File: src/rtl/bpic_pkg.sv
// Bit-permuted index counter: shared package.
// Payload structs, register and action codes, table sweep states, destination lookup.
// No dependencies.
`default_nettype none

package bpic_pkg;

  localparam int unsigned DATA_W     = 64;
  localparam int unsigned ACT_W      = 3;
  localparam int unsigned RANK_W     = 7;
  localparam int unsigned BIU_W      = 7;
  localparam int unsigned DEST_W     = 6;
  localparam int unsigned PERM_WORDS = 6;
  localparam int unsigned PERM_VEC_W = PERM_WORDS * DATA_W;
  localparam int unsigned CFG_IDX_W  = 3;

  // action codes
  localparam logic [ACT_W-1:0] ACT_LOAD     = 3'd0;
  localparam logic [ACT_W-1:0] ACT_INC      = 3'd1;
  localparam logic [ACT_W-1:0] ACT_SET_NAT  = 3'd2;
  localparam logic [ACT_W-1:0] ACT_SET_PERM = 3'd3;
  localparam logic [ACT_W-1:0] ACT_READ     = 3'd4;

  // configuration register indexes
  localparam logic [CFG_IDX_W-1:0] CFG_PERM_WORD0  = 3'd0;
  localparam logic [CFG_IDX_W-1:0] CFG_PERM_WORD5  = 3'd5;
  localparam logic [CFG_IDX_W-1:0] CFG_BITS_IN_USE = 3'd6;

  typedef struct packed {
    logic [ACT_W-1:0]  action;
    logic [DATA_W-1:0] value;
    logic [RANK_W-1:0] rank_bits;
  } in_item_t;

  typedef struct packed {
    logic [DATA_W-1:0] natural_out;
    logic [DATA_W-1:0] permuted_out;
    logic              at_end;
  } out_item_t;

  // inverse table rebuild sequencer
  typedef enum logic [1:0] {
    TS_INV,
    TS_GRP,
    TS_RUN
  } tbl_state_t;

  typedef struct packed {
    logic ready;     // tables valid, items may enter
    logic lock_clr;  // a register write landed, drop all locks
  } tbl_status_t;

  // permuted position of natural bit i
  function automatic logic [DEST_W-1:0] dest_of(input logic [PERM_VEC_W-1:0] vec,
                                                input int unsigned i);
    dest_of = vec[DEST_W*i +: DEST_W];
  endfunction

endpackage

`default_nettype wire

File: src/rtl/bpic_tables.sv
// Bit-permuted index counter: configuration registers and inverse lookup tables.
// Rebuilds the inverse and rank-group tables by a sweep after reset or a register write.
// Depends on bpic_pkg.
`default_nettype none

module bpic_tables #(
  parameter int unsigned INDEX_BITS = 64
) (
  input  logic                                          clk,
  input  logic                                          rst_n,
  input  logic                                          cfg_we,
  input  logic [bpic_pkg::CFG_IDX_W-1:0]                cfg_index,
  input  logic [bpic_pkg::DATA_W-1:0]                   cfg_wdata,
  output logic [bpic_pkg::PERM_VEC_W-1:0]               perm_vec,
  output logic [$clog2(INDEX_BITS+1)-1:0]               used_bits,
  output logic [INDEX_BITS-1:0][$clog2(INDEX_BITS)-1:0] inv_pos,
  output logic [INDEX_BITS-1:0]                         inv_hit,
  output logic [INDEX_BITS-1:0][$clog2(INDEX_BITS)-1:0] grp_pos,
  output logic [INDEX_BITS-1:0]                         grp_hit,
  output bpic_pkg::tbl_status_t                         status
);
  import bpic_pkg::*;

  localparam int unsigned POS_W = $clog2(INDEX_BITS);
  localparam int unsigned CNT_W = $clog2(INDEX_BITS + 1);
  localparam logic [POS_W-1:0] LAST_POS = POS_W'(INDEX_BITS - 1);

  logic [PERM_WORDS-1:0][DATA_W-1:0] perm_words_r;
  logic [BIU_W-1:0]                  biu_r;
  tbl_state_t                        state_r, state_nxt;
  logic [POS_W-1:0]                  cnt_r, cnt_nxt;
  logic                              cfg_hit;
  logic [DEST_W-1:0]                 sweep_dest;
  logic                              sweep_live;
  logic                              dest_in_range;
  logic [POS_W-1:0]                  grp_key;

  always_comb begin
    cfg_hit = 1'b0;
    if (cfg_we) begin
      unique case (cfg_index) inside
        [CFG_PERM_WORD0:CFG_PERM_WORD5], CFG_BITS_IN_USE: cfg_hit = 1'b1;
        default: cfg_hit = 1'b0;
      endcase
    end
  end

  always_ff @(posedge clk) begin
    if (!rst_n) begin
      perm_words_r <= '0;
      biu_r        <= '0;
    end else if (cfg_we) begin
      unique case (cfg_index) inside
        [CFG_PERM_WORD0:CFG_PERM_WORD5]: perm_words_r[cfg_index] <= cfg_wdata;
        CFG_BITS_IN_USE: biu_r <= cfg_wdata[BIU_W-1:0];
        default: ;
      endcase
    end
  end

  assign perm_vec  = perm_words_r;
  assign used_bits = (biu_r > BIU_W'(INDEX_BITS)) ? CNT_W'(INDEX_BITS) : CNT_W'(biu_r);

  // sequencer: inverse pass, then rank-group pass, then run
  always_comb begin
    state_nxt = state_r;
    cnt_nxt   = cnt_r;
    unique case (state_r)
      TS_INV: begin
        cnt_nxt = cnt_r + POS_W'(1);
        if (cnt_r == LAST_POS) begin
          state_nxt = TS_GRP;
          cnt_nxt   = '0;
        end
      end
      TS_GRP: begin
        cnt_nxt = cnt_r + POS_W'(1);
        if (cnt_r == LAST_POS) begin
          state_nxt = TS_RUN;
          cnt_nxt   = '0;
        end
      end
      TS_RUN: ;
      default: begin
        state_nxt = TS_INV;
        cnt_nxt   = '0;
      end
    endcase
    if (cfg_hit) begin
      state_nxt = TS_INV;
      cnt_nxt   = '0;
    end
  end

  always_ff @(posedge clk) begin
    if (!rst_n) begin
      state_r <= TS_INV;
      cnt_r   <= '0;
    end else begin
      state_r <= state_nxt;
      cnt_r   <= cnt_nxt;
    end
  end

  assign sweep_dest    = dest_of(perm_vec, 32'(cnt_r));
  assign sweep_live    = (CNT_W'(cnt_r) < used_bits);
  assign dest_in_range = ({1'b0, sweep_dest} < (DEST_W + 1)'(INDEX_BITS));
  // inverse of a position with no preimage is position 0
  assign grp_key       = inv_hit[cnt_r] ? inv_pos[cnt_r] : '0;

  // ascending sweep: the last writer is the largest source index
  always_ff @(posedge clk) begin
    if (!rst_n || cfg_hit) begin
      inv_hit <= '0;
      grp_hit <= '0;
    end else begin
      if (state_r == TS_INV && sweep_live && dest_in_range) begin
        inv_hit[sweep_dest[POS_W-1:0]] <= 1'b1;
      end
      if (state_r == TS_GRP && sweep_live) begin
        grp_hit[grp_key] <= 1'b1;
      end
    end
  end

  always_ff @(posedge clk) begin
    if (state_r == TS_INV && sweep_live && dest_in_range) begin
      inv_pos[sweep_dest[POS_W-1:0]] <= cnt_r;
    end
    if (state_r == TS_GRP && sweep_live) begin
      grp_pos[grp_key] <= cnt_r;
    end
  end

  assign status.ready    = (state_r == TS_RUN);
  assign status.lock_clr = cfg_hit;

endmodule

`default_nettype wire

File: config.mk
export PLATFORM = sky130hd
export DESIGN_NAME = bpic_tables
export DESIGN_NICKNAME = d
export VERILOG_FILES = /design/src/rtl/bpic_pkg.sv /design/src/rtl/bpic_tables.sv
export SDC_FILE = /design/constraint.sdc
export NUM_CORES = 2
export LEC_CHECK = 0
export ABC_AREA = 1
export BUFFER_PORTS_ARGS = -buffer_cell sky130_fd_sc_hd__buf_2
export CORE_AREA = 2 2 529 531
export CTS_BUF_LIST = sky130_fd_sc_hd__clkbuf_16
export DETAILED_ROUTE_END_ITERATION = 16
export DIE_AREA = 0 0 531 533
export GPL_ROUTABILITY_DRIVEN = 0
export PLACE_DENSITY_LB_ADDON = 0.12
export SLEW_MARGIN = 10
export SYNTH_ARGS = -nofsm -noshare
export SYNTH_HDL_FRONTEND = slang
export SYNTH_SLANG_ARGS = --single-unit
File: constraint.sdc
create_clock -name clk -period 4.9 [get_ports clk]
set_input_delay 0.735 -clock clk [delete_from_list [all_inputs] [get_ports clk]]
set_output_delay 0.735 -clock clk [all_outputs]
set_load 0.1 [all_outputs]
==> summary.md <==
| Metric | Value |
|---|---|
| Ys async rst share | `0%` |
| DRT antenna net count | `0` |
| RSZ-0062 raised after global routing | `false` |
| Die W | `531 um` |
| Rows | `194` |
| Maxcap violations | `0` |
| WP data required | `between 5 and 6 ns` |
| Netlist cell types | `29` |
| Synthesized Nets | `roughly 5300` |
| Setup Skew | `just over 0.08 ns` |
| Routed via count | `46499` |
| Commonest cells after routing, fill and taps aside | `buf_2, nand2_1, nor2_1` |
| Post_cts resized | `0` |
| R2R Path End | `inv_pos[234]` |
| Post-Route WL | `341000 um` |
| Die Area | `283000 um^2` |
| Largest net degree at the start of global routing | `141` |
| Post-DR wirelength/cell | `32.5 um` |
| Drt first pass iters | `7` |
| Area of the core | `278000 um^2` |
| Crit path max fanout | `70` |
| GRT overflow | `0` |
| # DRC | `0` |
| Synth Register Bits | `1295` |
| Post-Syn Area | `50600 um^2` |
| Initial antenna violation count | `29` |
| Register Area | `33600 um^2` |
| CTS tree | `yes` |
| CTS Hold Bufs | `0` |
| Final worst setup slack | `0.522 ns` |
| Design Power | `26700 uW` |
| Tcrit/Tclk final | `about nine tenths` |
| Kind of critical path | `reg2reg` |
| Worst setup SP type | `flop` |
| Die height | `533 um` |
| R2R cell count | `15` |
| Max Buffers Root-to-Sink | `4` |
| Post-DP HPWL | `253000 um` |
| Crit end category | `flop` |
| Htree depth | `4` |
| First-pass GRT wire length | `443000 um` |
| Layout Nets | `6701` |
| Worst slew pin tran | `1.08 ns` |
| Synth Area per Inst | `9.67 um^2` |
| Seq/Total Area, Yosys | `66.4%` |
| Most used DFF post-synth | `edfxtp_1` |
| Leak | `0.0286 uW` |
| Clock Tree Root | `clkbuf_16` |
| Post-synth EDFFs | `768` |
| CTS Buf Count | `roughly 170` |
| Hold Path Class | `in2reg` |
| Slew margin rel. | `28.3%` |
| Pins Over Slew Limit | `0` |
| Setup Buffers After CTS | `0` |
| Synthesis-to-layout area growth | `33.6%` |
| Initial Utilization | `18.2%` |
| Max Freq | `roughly 0.23 GHz` |
| Port Buffers | `~1400` |
| Syn Inst Count | `around 5200` |
| Tot GR Track Use | `23.1%` |
| PD cells | `roughly 400 nW/um^2` |
| Area of the multi-input gates | `14400 um^2` |
| Min Tclk post-route | `about 4.4 ns` |
| Hold Crit Start | `cfg_wdata[47]` |
| Final setup vio count | `0` |
| Worst path arrival time | `just under 5 ns` |
| R2r startpoint | `cnt_r[0]` |
| Vias in the first global route | `between 40000 and 50000` |
| Clk slew on worst S/H paths | `about 0.060 ns` |
| Ys Warns | `0` |
| Setup TNS | `0 ns` |
| FF-to-FF setup slack | `0.52 ns` |
| Share of post-route cells with drive strength above 1 | `27.1%` |
| Pre-CTS setup slack | `0.545 ns` |
| Clk sink count | `between 1000 and 1500` |
| Iter 0 DRT Violations | `between 4000 and 5000` |
| Status | `completed` |
| Final hold vios | `0` |
| Latest clock arrival within the worst-skew pair | `0.84 ns` |
| Endpoint, Worst Hold | `perm_vec[367]` |
| VDD IR-drop max | `roughly 0.22 mV` |
| Hold Crit Depth | `3` |
| Filler cells | `30341` |
| Routed vias/inst | `between 4 and 5` |
| # IOs | `1359` |
| Commonest non-fill, non-tap cell in the layout | `buf_2` |
## cell usage after synthesis (2+ instances only)
| cell type | n | area, um^2 |
|---|---|---|
| nor2_1 | 894 | 3360 |
| nand3_1 | 722 | 3610 |
| nor2_4 | 2 | 22.5 |
| inv_1 | 246 | 923 |
| clkbuf_1 | 160 | 601 |
| nor2_2 | 19 | 119 |
| o21ai_0 | 396 | 1980 |
| nand2_1 | 1182 | 4440 |
| buf_4 | 56 | 420 |
| buf_2 | 73 | 365 |
| inv_2 | 9 | 33.8 |
| buf_6 | 19 | 214 |
| buf_8 | 2 | 30.0 |
| buf_1 | 13 | 48.8 |
| dfxtp_1 | 527 | 10600 |
| edfxtp_1 | 768 | 23100 |
| ha_1 | 6 | 75.1 |
| a21oi_1 | 116 | 581 |
| o21ai_1 | 2 | 10.0 |
| nand2_2 | 6 | 37.5 |
| nand4_1 | 7 | 43.8 |
## per-stage QoR
step,cells,hold slack (ns),instance area (um^2),utilization (%)
floorplan,5233,0.450,50600,-
global placement,10181,0.436,62300,22.4
detailed placement,10181,0.438,62300,22.4
CTS,10478,0.186,67500,24.3
global route,10479,0.239,67500,24.3
finish,10489,0.268,67600,24.3
## per-layer routing
layer	share of wire, %	global-route usage [%]
met5	0.014	0
met4	4.4	8.82
met3	8.5	6.61
met2	47	38.4
met1	40	28.1
## sequential cells by signal (all words and copies together), names as in the netlist
name	count
grp_pos	384
inv_pos	384
perm_vec	384
grp_hit	64
inv_hit	64
biu_r	7
cnt_r	6
state_r	2
## area by class of cell
type                    instances  share of cell area [%]
flip-flops and latches       1295                    49.8
multi-input cells            3358                    21.3
repair buffers               1547                    12.8
well taps                    3724                    6.90
clock buffers                 167                    6.19
clock inverters               130                    1.53
inverters                     257                    1.49
diodes                         11                  0.0407
## worst max-delay path: stages (launching register included)
cell and delay (ns):
dfxtp_4 0.38, inv_16 0.23, buf_4 0.43, buf_4 0.29
nand2_1 0.07, nand3_1 0.09, nand3_1 0.26, nand2_1 0.15
nand2_1 0.06, nand3_1 0.10, nand3_1 0.15, nand2_2 0.28
nand3_1 0.26, nor2_1 0.33, nand2_1 0.14, inv_1 0.59
## how the worst max path moves through the flow
stage          startpoint  depth (start not counted)  slack (ns)      endpoint
5_1_grt          cnt_r[3]                         12        0.31   grp_pos[46]
4_1_cts          cnt_r[3]                         12        0.49   grp_pos[46]
3_3_place_gp     cnt_r[0]                         15        0.54  inv_pos[238]
2_1_floorplan    cnt_r[1]                         15        0.69  inv_pos[192]
6_report         cnt_r[0]                         15        0.52  inv_pos[234]
3_5_place_dp     cnt_r[0]                         14        0.54   grp_pos[47]
## cell families (layout without fill, tap and decap cells)
kind of cell	Yosys count	count (layout)	synth area share [%]
AO/OA/AOI/OAI	518	518	5.14
adder cells (fa/ha/maj)	6	6	0.148
AND/OR/NAND/NOR	2834	2834	23.0
buffers and inverters	580	2101	5.25
flip-flops	1295	1295	66.4
other	0	11	0
## power by group
group,internal [uW],total [uW],switching (uW),leakage [uW]
Combinational,423,2670,2250,0.0148
Sequential,11600,11800,180,0.0111
Clock,6990,12300,5300,0.00268
Total,19000,26700,7720,0.0286
Power figures use the tool's default switching activity.
